## src/rtl/sra_pkg.sv

```systemverilog
`timescale 1ns / 1ps
package sra_pkg;

	localparam int ADDR_W      = 24;
	localparam int BYTES_W     = 12;
	localparam int IDX_W       = 6;
	localparam int CMD_W       = 3;
	localparam int STATUS_W    = 3;
	localparam int CFG_IDX_W   = 1;
	localparam int CFG_W       = 24;
	localparam int IN_W        = 40;
	localparam int OUT_W       = 72;
	localparam int QUEUE_DEPTH = 2;
	localparam int QPTR_W      = 1;
	localparam int QCNT_W      = 2;

	localparam logic [CMD_W-1:0] CMD_SEEK    = 3'd0;
	localparam logic [CMD_W-1:0] CMD_LOOKUP  = 3'd1;
	localparam logic [CMD_W-1:0] CMD_RELEASE = 3'd2;
	localparam logic [CMD_W-1:0] CMD_FILL    = 3'd3;
	localparam logic [CMD_W-1:0] CMD_FLUSH   = 3'd4;

	localparam logic [CFG_IDX_W-1:0] REG_DISC_SECTORS = 1'd0;
	localparam logic [CFG_IDX_W-1:0] REG_DISC_OPEN    = 1'd1;

	typedef enum logic [2:0] {
		OP_SEEK,
		OP_LOOKUP,
		OP_RELEASE,
		OP_FILL,
		OP_FLUSH,
		OP_NOP
	} op_t;

	typedef enum logic [STATUS_W-1:0] {
		ST_NONE      = 3'd0,
		ST_FILLED_OK = 3'd1,
		ST_FILLED_ER = 3'd2,
		ST_NO_SLOT   = 3'd3,
		ST_CLOSED    = 3'd4,
		ST_PAST_END  = 3'd5
	} fill_status_t;

	typedef enum logic [1:0] {
		B_IDLE,
		B_SCAN,
		B_COMMIT,
		B_FINISH
	} back_state_t;

	typedef struct packed {
		op_t                op;
		logic [ADDR_W-1:0]  addr;
		logic [BYTES_W-1:0] bytes;
	} item_t;

	typedef struct packed {
		logic [ADDR_W-1:0]  addr;
		logic [BYTES_W-1:0] bytes;
		logic               failed;
	} slot_entry_t;

	typedef struct packed {
		logic               disc_open;
		logic [ADDR_W-1:0]  disc_sectors;
	} disc_cfg_t;

	typedef struct packed {
		logic [ADDR_W-1:0]  next_addr;
		logic               all_full;
		logic [ADDR_W-1:0]  fill_addr;
		fill_status_t       fill_status;
		logic               hit_failed;
		logic [BYTES_W-1:0] byte_count;
		logic [IDX_W-1:0]   slot_index;
		logic               hit;
	} result_t;

endpackage

```

## src/rtl/sra_front.sv

```systemverilog
`timescale 1ns / 1ps
module sra_front import sra_pkg::*; (
	input  logic                 clk,
	input  logic                 arst_n,
	input  logic                 s_axis_tvalid,
	output logic                 s_axis_tready,
	input  logic [IN_W-1:0]      s_axis_tdata,
	input  logic                 cfg_we,
	input  logic [CFG_IDX_W-1:0] cfg_index,
	input  logic [CFG_W-1:0]     cfg_wdata,
	output logic                 push_valid,
	input  logic                 push_ready,
	output item_t                push_item,
	output disc_cfg_t            disc_cfg
);

	logic      valid_s1;
	item_t     item_s1;
	item_t     decoded;
	disc_cfg_t cfg_q;

	always_comb begin
		decoded.addr  = s_axis_tdata[26:3];
		decoded.bytes = s_axis_tdata[38:27];
		unique case (s_axis_tdata[2:0])
			CMD_SEEK:    decoded.op = OP_SEEK;
			CMD_LOOKUP:  decoded.op = OP_LOOKUP;
			CMD_RELEASE: decoded.op = OP_RELEASE;
			CMD_FILL:    decoded.op = OP_FILL;
			CMD_FLUSH:   decoded.op = OP_FLUSH;
			default:     decoded.op = OP_NOP;
		endcase
	end

	assign s_axis_tready = !valid_s1 || push_ready;
	assign push_valid    = valid_s1;
	assign push_item     = item_s1;
	assign disc_cfg      = cfg_q;

	always_ff @(posedge clk or negedge arst_n) begin
		if (!arst_n) begin
			valid_s1 <= 1'b0;
			cfg_q    <= '0;
		end else begin
			if (s_axis_tvalid && s_axis_tready) begin
				valid_s1 <= 1'b1;
			end else if (push_ready) begin
				valid_s1 <= 1'b0;
			end
			if (cfg_we) begin
				unique case (cfg_index)
					REG_DISC_SECTORS: cfg_q.disc_sectors <= cfg_wdata[ADDR_W-1:0];
					REG_DISC_OPEN:    cfg_q.disc_open    <= cfg_wdata[0];
				endcase
			end
		end
	end

	always_ff @(posedge clk) begin
		if (s_axis_tvalid && s_axis_tready) begin
			item_s1 <= decoded;
		end
	end

endmodule

```

## src/rtl/sra_queue.sv

```systemverilog
`timescale 1ns / 1ps
module sra_queue import sra_pkg::*; (
	input  logic  clk,
	input  logic  arst_n,
	input  logic  push_valid,
	output logic  push_ready,
	input  item_t push_item,
	output logic  pop_valid,
	input  logic  pop_ready,
	output item_t pop_item
);

	item_t             entries [QUEUE_DEPTH];
	logic [QPTR_W-1:0] wr_ptr_q;
	logic [QPTR_W-1:0] rd_ptr_q;
	logic [QCNT_W-1:0] count_q;
	logic              do_push;
	logic              do_pop;

	assign push_ready = count_q != QCNT_W'(QUEUE_DEPTH);
	assign pop_valid  = count_q != '0;
	assign pop_item   = entries[rd_ptr_q];
	assign do_push    = push_valid && push_ready;
	assign do_pop     = pop_valid && pop_ready;

	always_ff @(posedge clk or negedge arst_n) begin
		if (!arst_n) begin
			wr_ptr_q <= '0;
			rd_ptr_q <= '0;
			count_q  <= '0;
		end else begin
			if (do_push) begin
				wr_ptr_q <= wr_ptr_q + 1'b1;
			end
			if (do_pop) begin
				rd_ptr_q <= rd_ptr_q + 1'b1;
			end
			if (do_push && !do_pop) begin
				count_q <= count_q + 1'b1;
			end else if (do_pop && !do_push) begin
				count_q <= count_q - 1'b1;
			end
		end
	end

	always_ff @(posedge clk) begin
		if (do_push) begin
			entries[wr_ptr_q] <= push_item;
		end
	end

endmodule

```

## src/rtl/sra_back.sv

```systemverilog
`timescale 1ns / 1ps
module sra_back import sra_pkg::*; #(
	parameter int SLOTS        = 8,
	parameter int SECTOR_BYTES = 2352
) (
	input  logic             clk,
	input  logic             arst_n,
	input  logic             pop_valid,
	output logic             pop_ready,
	input  item_t            pop_item,
	input  disc_cfg_t        disc_cfg,
	output logic             m_axis_tvalid,
	input  logic             m_axis_tready,
	output logic [OUT_W-1:0] m_axis_tdata
);

	localparam int PW = $clog2(SLOTS);
	localparam int CW = $clog2(SLOTS + 1);
	localparam logic [CW-1:0]      SLOTS_C = CW'(SLOTS);
	localparam logic [CW-1:0]      LAST_C  = CW'(SLOTS - 1);
	localparam logic [PW:0]        SLOTS_W = (PW+1)'(SLOTS);
	localparam logic [PW-1:0]      TOP_IDX = PW'(SLOTS - 1);
	localparam logic [BYTES_W-1:0] CAP     = BYTES_W'(SECTOR_BYTES);

	back_state_t state_q, state_d;

	slot_entry_t        slot_mem [SLOTS];
	slot_entry_t        rd_s1;
	logic [PW-1:0]      k_s1;
	logic               chk_s1;
	logic               last_s1;

	item_t              cur_q;
	logic [CW-1:0]      cnt_q;
	logic [SLOTS-1:0]   valid_q;
	logic [PW-1:0]      wp_q;
	logic [ADDR_W-1:0]  nf_q;
	logic               found_q;
	logic [PW-1:0]      slot_q;

	logic               hit_q;
	logic [PW-1:0]      idx_q;
	logic [BYTES_W-1:0] count_q;
	logic               failed_q;
	fill_status_t       status_q;
	logic [ADDR_W-1:0]  faddr_q;

	result_t            out_q;
	logic               out_valid_q;

	logic [PW-1:0]      base;
	logic [PW:0]        sum_w;
	logic [PW-1:0]      k;
	logic               v_k;
	logic               is_match;
	logic               scan_done;
	logic               issue;
	logic               release_clr;
	logic               out_free;
	logic               fill_ok;
	logic               mem_we;
	logic               take;

	assign base  = (cur_q.op == OP_FILL) ? wp_q : '0;
	assign sum_w = (PW+1)'(base) + (PW+1)'(cnt_q);
	assign k     = (sum_w >= SLOTS_W) ? PW'(sum_w - SLOTS_W) : PW'(sum_w);
	assign v_k   = valid_q[k_s1];

	assign is_match = chk_s1 && (((cur_q.op == OP_LOOKUP) && v_k && (rd_s1.addr == cur_q.addr))
		|| ((cur_q.op == OP_FILL) && !v_k));
	assign scan_done   = chk_s1 && (is_match || last_s1);
	assign issue       = (state_q == B_SCAN) && (cnt_q != SLOTS_C) && !scan_done;
	assign release_clr = (state_q == B_SCAN) && chk_s1 && (cur_q.op == OP_RELEASE) && v_k
		&& (rd_s1.addr < cur_q.addr);
	assign out_free    = !out_valid_q || m_axis_tready;
	assign fill_ok     = found_q && disc_cfg.disc_open && (nf_q < disc_cfg.disc_sectors);
	assign take        = pop_valid && pop_ready;

	assign m_axis_tvalid = out_valid_q;
	assign m_axis_tdata  = out_q;

	always_ff @(posedge clk or negedge arst_n) begin
		if (!arst_n) begin
			state_q <= B_IDLE;
		end else begin
			state_q <= state_d;
		end
	end

	always_comb begin
		state_d   = state_q;
		pop_ready = 1'b0;
		mem_we    = 1'b0;
		unique case (state_q)
			B_IDLE: begin
				pop_ready = 1'b1;
				if (pop_valid) begin
					unique case (pop_item.op)
						OP_LOOKUP, OP_RELEASE, OP_FILL: state_d = B_SCAN;
						OP_SEEK, OP_FLUSH:              state_d = B_COMMIT;
						default:                        state_d = B_FINISH;
					endcase
				end
			end
			B_SCAN: begin
				if (scan_done) begin
					state_d = (cur_q.op == OP_FILL) ? B_COMMIT : B_FINISH;
				end
			end
			B_COMMIT: begin
				mem_we  = (cur_q.op == OP_FILL) && fill_ok;
				state_d = B_FINISH;
			end
			B_FINISH: begin
				if (out_free) begin
					state_d = B_IDLE;
				end
			end
		endcase
	end

	always_ff @(posedge clk or negedge arst_n) begin
		if (!arst_n) begin
			valid_q     <= '0;
			wp_q        <= '0;
			nf_q        <= '0;
			cnt_q       <= '0;
			chk_s1      <= 1'b0;
			found_q     <= 1'b0;
			out_valid_q <= 1'b0;
		end else begin
			chk_s1 <= issue;
			if (issue) begin
				cnt_q <= cnt_q + 1'b1;
			end
			if (release_clr) begin
				valid_q[k_s1] <= 1'b0;
			end
			if (take) begin
				cnt_q   <= '0;
				found_q <= 1'b0;
			end
			if ((state_q == B_SCAN) && is_match && (cur_q.op == OP_FILL)) begin
				found_q <= 1'b1;
			end
			if (state_q == B_COMMIT) begin
				if ((cur_q.op == OP_SEEK) || (cur_q.op == OP_FLUSH)) begin
					valid_q <= '0;
					wp_q    <= '0;
				end
				if (cur_q.op == OP_SEEK) begin
					nf_q <= cur_q.addr;
				end
				if (mem_we) begin
					valid_q[slot_q] <= 1'b1;
					wp_q            <= (slot_q == TOP_IDX) ? '0 : slot_q + 1'b1;
					nf_q            <= nf_q + 1'b1;
				end
			end
			if ((state_q == B_FINISH) && out_free) begin
				out_valid_q <= 1'b1;
			end else if (m_axis_tready) begin
				out_valid_q <= 1'b0;
			end
		end
	end

	always_ff @(posedge clk) begin
		k_s1    <= k;
		last_s1 <= (cnt_q == LAST_C);
		if (take) begin
			cur_q    <= pop_item;
			hit_q    <= 1'b0;
			idx_q    <= '0;
			count_q  <= '0;
			failed_q <= 1'b0;
			status_q <= ST_NONE;
			faddr_q  <= '0;
		end
		if ((state_q == B_SCAN) && is_match) begin
			if (cur_q.op == OP_LOOKUP) begin
				hit_q    <= 1'b1;
				idx_q    <= k_s1;
				count_q  <= (rd_s1.bytes > CAP) ? CAP : rd_s1.bytes;
				failed_q <= rd_s1.failed;
			end else begin
				slot_q <= k_s1;
			end
		end
		if ((state_q == B_COMMIT) && (cur_q.op == OP_FILL)) begin
			priority if (!found_q) begin
				status_q <= ST_NO_SLOT;
			end else if (!disc_cfg.disc_open) begin
				status_q <= ST_CLOSED;
			end else if (nf_q >= disc_cfg.disc_sectors) begin
				status_q <= ST_PAST_END;
			end else begin
				idx_q    <= slot_q;
				faddr_q  <= nf_q;
				status_q <= (cur_q.bytes == '0) ? ST_FILLED_ER : ST_FILLED_OK;
			end
		end
		if ((state_q == B_FINISH) && out_free) begin
			out_q.hit         <= hit_q;
			out_q.slot_index  <= IDX_W'(idx_q);
			out_q.byte_count  <= count_q;
			out_q.hit_failed  <= failed_q;
			out_q.fill_status <= status_q;
			out_q.fill_addr   <= faddr_q;
			out_q.all_full    <= &valid_q;
			out_q.next_addr   <= nf_q;
		end
	end

	always_ff @(posedge clk) begin
		if (mem_we) begin
			slot_mem[slot_q] <= '{addr: nf_q, bytes: cur_q.bytes, failed: (cur_q.bytes == '0)};
		end
		rd_s1 <= slot_mem[k];
	end

endmodule

```

## src/rtl/sector_readahead_slot_manager_top.sv

```systemverilog
`timescale 1ns / 1ps
// Tag keeper of a read-ahead sector buffer: slot valid bits, addresses, byte counts,
// failed marks, a round-robin write pointer and the next sector to fetch.
// Input stream s_axis carries one command per transfer (seek, lookup, release,
// fill, flush); output stream m_axis returns exactly one result per command.
// cfg_we/cfg_index/cfg_wdata write disc_sectors (index 0) and disc_open (index 1);
// write them only while no command is in flight.
// Commands pass a decode register and a two-entry queue, then the executor.
// Executor steps per command: seek and flush pass a commit step, unknown codes go
// straight to the result; lookup and release scan the slots; fill scans for a free slot,
// then commits. The slot scan reads one slot per cycle from the slot memory's single read port.
// A result waits in the output register while m_axis_tready is low; the executor
// stalls only once it has the next result ready, and the queue and the decode register keep
// taking commands until both are full, after which s_axis_tready drops.
// Reset clears all valid bits, the write pointer, the next fetch address, both
// configuration registers and all stream handshake state.
module sector_readahead_slot_manager_top import sra_pkg::*; #(
	parameter int SLOTS        = 8,
	parameter int SECTOR_BYTES = 2352
) (
	input  logic                 clk,
	input  logic                 arst_n,
	input  logic                 s_axis_tvalid,
	output logic                 s_axis_tready,
	// cmd[2:0], sector_addr[26:3], read_bytes[38:27], zero[39]
	input  logic [IN_W-1:0]      s_axis_tdata,
	output logic                 m_axis_tvalid,
	input  logic                 m_axis_tready,
	// hit[0], slot_index[6:1], byte_count[18:7], hit_failed[19], fill_status[22:20],
	// fill_addr[46:23], all_full[47], next_addr[71:48]
	output logic [OUT_W-1:0]     m_axis_tdata,
	input  logic                 cfg_we,
	input  logic [CFG_IDX_W-1:0] cfg_index,
	input  logic [CFG_W-1:0]     cfg_wdata
);

	logic      push_valid;
	logic      push_ready;
	item_t     push_item;
	logic      pop_valid;
	logic      pop_ready;
	item_t     pop_item;
	disc_cfg_t disc_cfg;

	sra_front u_front (
		.clk           (clk),
		.arst_n        (arst_n),
		.s_axis_tvalid (s_axis_tvalid),
		.s_axis_tready (s_axis_tready),
		.s_axis_tdata  (s_axis_tdata),
		.cfg_we        (cfg_we),
		.cfg_index     (cfg_index),
		.cfg_wdata     (cfg_wdata),
		.push_valid    (push_valid),
		.push_ready    (push_ready),
		.push_item     (push_item),
		.disc_cfg      (disc_cfg)
	);

	sra_queue u_queue (
		.clk        (clk),
		.arst_n     (arst_n),
		.push_valid (push_valid),
		.push_ready (push_ready),
		.push_item  (push_item),
		.pop_valid  (pop_valid),
		.pop_ready  (pop_ready),
		.pop_item   (pop_item)
	);

	sra_back #(
		.SLOTS        (SLOTS),
		.SECTOR_BYTES (SECTOR_BYTES)
	) u_back (
		.clk           (clk),
		.arst_n        (arst_n),
		.pop_valid     (pop_valid),
		.pop_ready     (pop_ready),
		.pop_item      (pop_item),
		.disc_cfg      (disc_cfg),
		.m_axis_tvalid (m_axis_tvalid),
		.m_axis_tready (m_axis_tready),
		.m_axis_tdata  (m_axis_tdata)
	);

endmodule

```

## config.mk

```make
export PLATFORM = sky130hd
export DESIGN_NAME = sector_readahead_slot_manager_top
export DESIGN_NICKNAME = d
export VERILOG_FILES = /design/src/rtl/sra_pkg.sv /design/src/rtl/sra_front.sv /design/src/rtl/sra_queue.sv /design/src/rtl/sra_back.sv /design/src/rtl/sector_readahead_slot_manager_top.sv
export SDC_FILE = /design/constraint.sdc
export NUM_CORES = 1
export LEC_CHECK = 0
export ABC_CLOCK_PERIOD_IN_PS = 8400
export BUFFER_PORTS_ARGS = -buffer_cell sky130_fd_sc_hd__buf_2
export CORE_UTILIZATION = 61
export DETAILED_ROUTE_END_ITERATION = 12
export PLACE_DENSITY = 0.85
export SYNTH_ARGS = -nofsm -noshare
export SYNTH_HDL_FRONTEND = slang
export SYNTH_SLANG_ARGS = --single-unit
```

## constraint.sdc

```tcl
create_clock -name clk -period 8.4 [get_ports clk]
set_clock_uncertainty 0.15 [all_clocks]
set_input_delay 0.84 -clock clk [delete_from_list [all_inputs] [get_ports clk]]
set_output_delay 0.84 -clock clk [all_outputs]
set_load 0.02 [all_outputs]
```

Yosys cells after proc, flatten, opt, wreduce, memory -nomap -nowiden
Memory sizes are Yosys's and may differ from the RTL's. A register that Yosys moved wholly into a read port is not among the register bits.
Cells that the tools add are included.
- $add $sub $neg: 9
- multiply operators: 0
- div/mod/pow operators: 0
- $lt $le $gt $ge: 9
- equality and inequality tests: 23
- shift-type cells: 0
- mux-type cells: 69
- bitwise gates (word level): 5
- reduce and logical (&&, ||, !) cells: 59
- operator list (cell ; number):
    24-bit 2-to-1 mux ; 7
    3-bit 2-to-1 mux ; 17
    24-bit less-than comparator ; 2
    12-bit 2-to-1 mux ; 4
    8-bit 2-to-1 mux ; 5
    1-bit logical AND ; 25
    24-bit by 1-bit adder with 24-bit output, second input constant ; 1
    24-bit equality test ; 1
    24-bit >= comparator ; 1
    1-bit 2-to-1 mux ; 22
    3-bit by 2-bit equality test with 1-bit output, second input constant ; 6
    2-bit nonzero test ; 9
    3-bit one-hot mux with 5 select lines ; 1
    3-bit equality test, second input constant ; 4
    12-bit greater-than comparator, second input constant ; 1
    12-bit logical NOT ; 1
    2-bit 2-to-1 mux ; 6
    2-bit AND reduction ; 5
    3-bit by 1-bit equality test with 1-bit output, second input constant ; 3
    3-bit logical NOT ; 3
    8-bit bitwise AND ; 1
    3-bit by 4-bit less-than comparator with 1-bit output, second input constant ; 2
    4-bit 2-to-1 mux ; 2
    8-bit NOT ; 1
    other kinds (28) ; 44
- bits in registers: 272
- latch bits: 0
- RAM bits: 374
- ROM bits: 0
- bits of input ports: 70
- output and inout port bits: 74
- word-level logic and storage cells: 213
- memories kept: 2
- memory list (memory ; depth ; bits a word ; read ports ; clocked after memory_dff ; write ports ; RTL line ; text):
    u_back.slot_mem ; 8 ; 37 ; 1 ; 1 ; 1 ; sra_back.sv:27 ; slot_entry_t slot_mem [SLOTS];
    u_queue.entries ; 2 ; 39 ; 1 ; 0 ; 1 ; sra_queue.sv:13 ; item_t entries [QUEUE_DEPTH];

Depth between registers and ports, before layout
- word-level depth: 12
- mapped depth: 11
- depth with buffers taken out: 8

Cells and area by module
A second synthesis with hierarchy kept.
- cells, all modules: 1502
- area, all modules: 26429.1 sq um
- by module, submodules not included (module ; times used ; cells an instance ; area an instance (sq um) ; seq. area each (sq um)):
    sra_back ; 1 ; 1262 ; 21112.7 ; 15054.4
    sra_queue ; 1 ; 139 ; 3032.9 ; 2442.3
    sra_front ; 1 ; 101 ; 2283.4 ; 1821.7

Least setup slack after synthesis
Ideal clock, no wire load.
- kind: reg-to-reg
- start point: register u_back.nf_q[11]
- end point: memory u_back.slot_mem[0][0] in the netlist's numbering (enable)
- arrival time: 5.466 ns
- data required time: 7.723 ns
- slack: 2.257 ns
- stages on the path, launching flop included: 8
- buffers on the path: 1
- path through: dfrtp_1 ha_1 and3_1 a221o_1 a2bb2oi_1 nand4_1 buf_4 nor4_1
- word-level cells in the longest chain between the ends: 6
- RTL lines (item ; RTL line ; text):
    start, declared ; sra_back.sv:37 ; logic [ADDR_W-1:0] nf_q;
    start signal, assigned ; sra_back.sv:152 ; nf_q <= cur_q.addr;
    start signal, assigned ; sra_back.sv:157 ; nf_q <= nf_q + 1'b1;
    24-bit less-than comparator ; sra_back.sv:76 ; assign fill_ok = found_q && disc_cfg.disc_open && (nf_q < disc_cfg.disc_sectors);
    1-bit logical AND ; sra_back.sv:76 ;
    1-bit logical AND ; sra_back.sv:111 ; mem_we = (cur_q.op == OP_FILL) && fill_ok;
    1-bit 2-to-1 mux ; sra_back.sv:94 ; unique case (state_q)
    1-bit 2-to-1 mux ; sra_back.sv:216 ; if (mem_we) begin
    1-bit 2-to-1 mux (implied by the code) ; sra_back.sv:217 ; slot_mem[slot_q] <= '{addr: nf_q, bytes: cur_q.bytes, failed: (cur_q.bytes == '0)};
    end, declared ; sra_back.sv:27 ;
Every way passes these cells.

Worst setup path after layout
- start point: register u_back.nf_q[17]
- end point: memory u_back.slot_mem[5][20] in the netlist's numbering (enable)
Same word-level chain as after synthesis.

==> qor.txt <==
Total of flip-flops plus latches after synthesis = 683
Final HPWL DP = 34.1 mm
Global-route met2 utilization = 44.1%
Antenna diode count = 0
Data arrival at the endpoint of the critical path = 4580 ps
Number of global-route vias before repair = 14,600
Hold Path Origin = u_back.rd_s1[0]$_DFF_P_
Proportion of layout cells with a drive suffix above 1 = 26.2%
Pre-Repair DR Iteration Count = 7
Setup fix buffers added after clock tree synthesis = 0
Endpoint of the worst-slack reg-to-reg timing path = u_back.slot_mem[5][20]$_DFFE_PP_
Critical path peak fanout = 22
Final Hold Violating Endpoints = 0
Maximum number of pins on one net before global-route repair = 75
Predominant post-synthesis flop cell = edfxtp_1
Logic depth of the worst register-to-register path = 9
FILL cells = 2,451
Quantity of hold-fixing buffers added after cts = 0
Utilization after layout = 70.5%
Area overhead of the layout relative to synthesis = 13.6%
Leakage power total = 10.9 nW
Number of clock sinks seen by CTS = 683
Hold Path Cell Cnt = 2
Via count = 14,300
Final net count = 1,823
Slowest stage delay, CP = 700 ps
Post-DR vias/cell = 6.27
Average wire length per cell after detail routing = 24.8 um
Transition time at the pin with the least slew margin = 1100 ps
Number of placed I/O pins = 144
Portion of total power attributed to the clock network = 27.9%
Number of remaining DRC errors = 0
Area used by multi-input combinational logic = 0.00630 sq mm
Top cell by count, worst path = buf_4
Count of endpoints failing setup in the final report = 0
Clock latency on the worst-skew pair = 590 ps
Data required time of the worst path = 8480 ps
Cell breakdown of the critical path = ha_1, nand4_1, nor2_1, a221oi_1, and4_1, buf_4, nand2_1, nor2_4, buf_4
Number of standard-cell rows in the floorplan = 75
Cells after Synth = 1,510
Total routed wirelength = 56.5 mm
Wire length of the first global-routing pass = 85.6 mm
Switching share of total power = 30.9%
Post-synthesis instance area = 0.0261 sq mm
Power density of the placed cells = 351 mW/mm^2
Origin of the critical flop-to-flop path = u_back.nf_q[17]$_DFFE_PN0P_
Number of synthesis warnings = 0
Horizontal die dimension = 209 um
Area of the placeable core = 0.0421 sq mm
Max H-tree Level = 3
Share of total power in combinational logic = 23.1%
Remaining Overflow, GRT = 0
P_sw = 3.22 mW
Hold worst-path end = u_back.failed_q$_DFF_P_
Buffers added on ports = 139
Critical Path Source Type = register
Per-instance average area after synthesis = 17.3 sq um
RD Place Congestion = 0.897
Starting density of the core = 62.0%
Proportion of synthesized chip area in sequential cells = 73.9%
Clock tree from TritonCTS = done
Setup crit end kind = register
Run status = finished clean
Number of nets still failing antenna checks after routing = 0
Vertical die dimension = 209 um
Max-cap violations = 0
Critical-path cell with the highest stage delay = dfrtp_1
Worst vdd ir = 0.000211 V
Final period utilization = 53.6%
Sum of negative setup slack = 0 ps
Met3 usage in global routing = 4.75%
Iteration-0 DRC count of the detailed router = 1,696
Flop pwr share = 48.9%
Max-slew violation total from the final report = 0
Internal Dissipation = 7.20 mW
Cell variety after synth = 70
Type of the tightest min-delay check = reg2reg
Remaining max-slew budget at the tightest pin = 26.0%
Peak clock frequency supported by timing = 0.222 GHz
CTS Root Buffer Type = clkbuf_16
Flop2flop setup slack = 3900 ps
Fraction of registers with async set/reset = 10.8%
Combined global-route utilization of all metal layers = 26.5%
Period minus WS final = 4500 ps
Resized cells post-CTS = 0
Setup CP Type = reg2reg
Setup repair after global routing missed its margin = no
Antenna violations before repair = 0
Global Route met1 Usage = 34.7%
Busiest layer in global routing = met2
Clock slew at reported path FFs = 60 ps
Area used by sequential logic in the layout = 0.0193 sq mm
Area of the die = 0.0437 sq mm
Maximum clock insertion buffer count = 3
Cts bufs inserted = 67
Number of enable-type register cells in the synthesized netlist = 527
cell type report:
type | instances | area share (%)
sequential | 683 | 65.1
multi-input combinational | 684 | 21.2
clock buffer | 95 | 6.60
timing repair buffer | 166 | 3.03
tap | 539 | 2.27
inverter | 90 | 1.14
clock inverter | 27 | 0.649
metrics by stage:
stage	instances	worst slack, ps	cell area, sq um	power (mW)	hold WS [ps]
after floorplan	1512	2260	26100	6.59	250
after global placement	2162	4160	27500	7.36	261
after detailed placement	2162	4040	27500	7.49	266
after CTS	2284	4030	29700	10.4	256
after global routing	2284	3740	29700	10.8	265
final	2284	3900	29700	10.4	273
cells by family after synthesis:
kind of cell	count (synthesis)	synth area share (%)
other	1	0.0144
AOI/OAI and AO/OA	149	3.97
buffers and inverters	145	2.30
and+or+nand+nor	265	4.90
xor gates and xnor gates	7	0.235
adders and majority gates	61	2.95
muxes	199	11.7
DFF	683	73.9
cells in the mapped netlist, drive strengths merged (7+ instances only):
cell type	count	area [sq um]
a22o	7	61.3
mux2i	40	400
a221oi	10	87.6
o21ai	41	205
clkbuf	31	116
nand4	20	131
nand2	97	372
mux4	76	1710
buf	24	146
dfrtp	74	1850
nor4	8	56.3
a21oi	31	155
inv	90	338
mux2	83	938
a311oi	7	61.3
ha	60	751
nand2b	8	50.1
nor2	56	213
o22ai	7	43.8
edfxtp	527	15800
nand3	21	110
dfxtp	82	1640
nor3	20	100
and2	8	50.1
critical path: cells and delay by family, from the launching register on:
| kind | cells | cell delay, ps |
|---|---|---|
| and+or+nand+nor | 5 | 1480 |
| buffers and inverters | 2 | 860 |
| DFF | 1 | 700 |
| AOI/OAI and AO/OA | 1 | 570 |
| adders and majority gates | 1 | 360 |
registers in the layout, summed over array words and instances (netlist names), 8 cells and up:
| register | flops |
|---|---|
| u_front.push_item | 39 |
| u_back.valid_q | 8 |
| u_back.nf_q | 24 |
| u_back.slot_mem | 296 |
| u_back.faddr_q | 24 |
| u_back.rd_s1 | 37 |
| u_back.cur_q | 39 |
| u_front.disc_cfg | 25 |
| u_back.m_axis_tdata | 69 |
| u_back.count_q | 12 |
| u_queue.entries | 78 |
per-layer routing:
metal / vias to the layer above / part of all wire [%] / routed length [um]
met5: - / 0 / 0
met1: 7189 / 38 / 21200
met4: 0 / 4.0 / 2290
li1: 6159 / - / -
met3: 172 / 8.3 / 4690
met2: 795 / 50 / 28300
worst max path at each step:
stage,startpoint,end,slack [ps],cells after the start
after floorplan,u_back.nf_q[11]$_DFFE_PN0P_,u_back.slot_mem[0][0]$_DFFE_PP_,2260,7
after global placement,u_back.nf_q[15]$_DFFE_PN0P_,u_back.slot_mem[5][29]$_DFFE_PP_,4160,9
after detailed placement,u_back.nf_q[15]$_DFFE_PN0P_,u_back.slot_mem[5][26]$_DFFE_PP_,4040,9
after CTS,u_back.nf_q[17]$_DFFE_PN0P_,u_back.slot_mem[5][19]$_DFFE_PP_,4030,9
after global routing,u_back.nf_q[17]$_DFFE_PN0P_,u_back.slot_mem[5][19]$_DFFE_PP_,3740,9
final,u_back.nf_q[17]$_DFFE_PN0P_,u_back.slot_mem[5][20]$_DFFE_PP_,3900,9
power by group through the flow:
stage               logic [mW]  clock network (mW)  registers (mW)
floorplan                 1.56                   0            5.03
global placement          2.27                   0            5.09
detailed placement        2.36                   0            5.13
CTS                       2.41                2.94            5.08
global route              2.59                3.08            5.14
finish                    2.41                2.91            5.10
cells in the final DEF (no fill, tap or decap), types with 8 or more instances in the layout:
cell type / instances
mux4_2: 76
mux2_2: 82
ha_1: 59
nand4_1: 19
nand2_1: 96
a221oi_1: 10
dfrtp_1: 74
mux2i_1: 40
nor3_1: 15
clkinv_2: 14
buf_4: 28
a21oi_1: 31
buf_2: 138
edfxtp_1: 527
o21ai_0: 40
clkbuf_1: 16
clkbuf_16: 72
dfxtp_1: 82
nand3_1: 20
nand2b_1: 8
nor2_1: 52
inv_1: 90
Power figures use the tool's default switching activity.
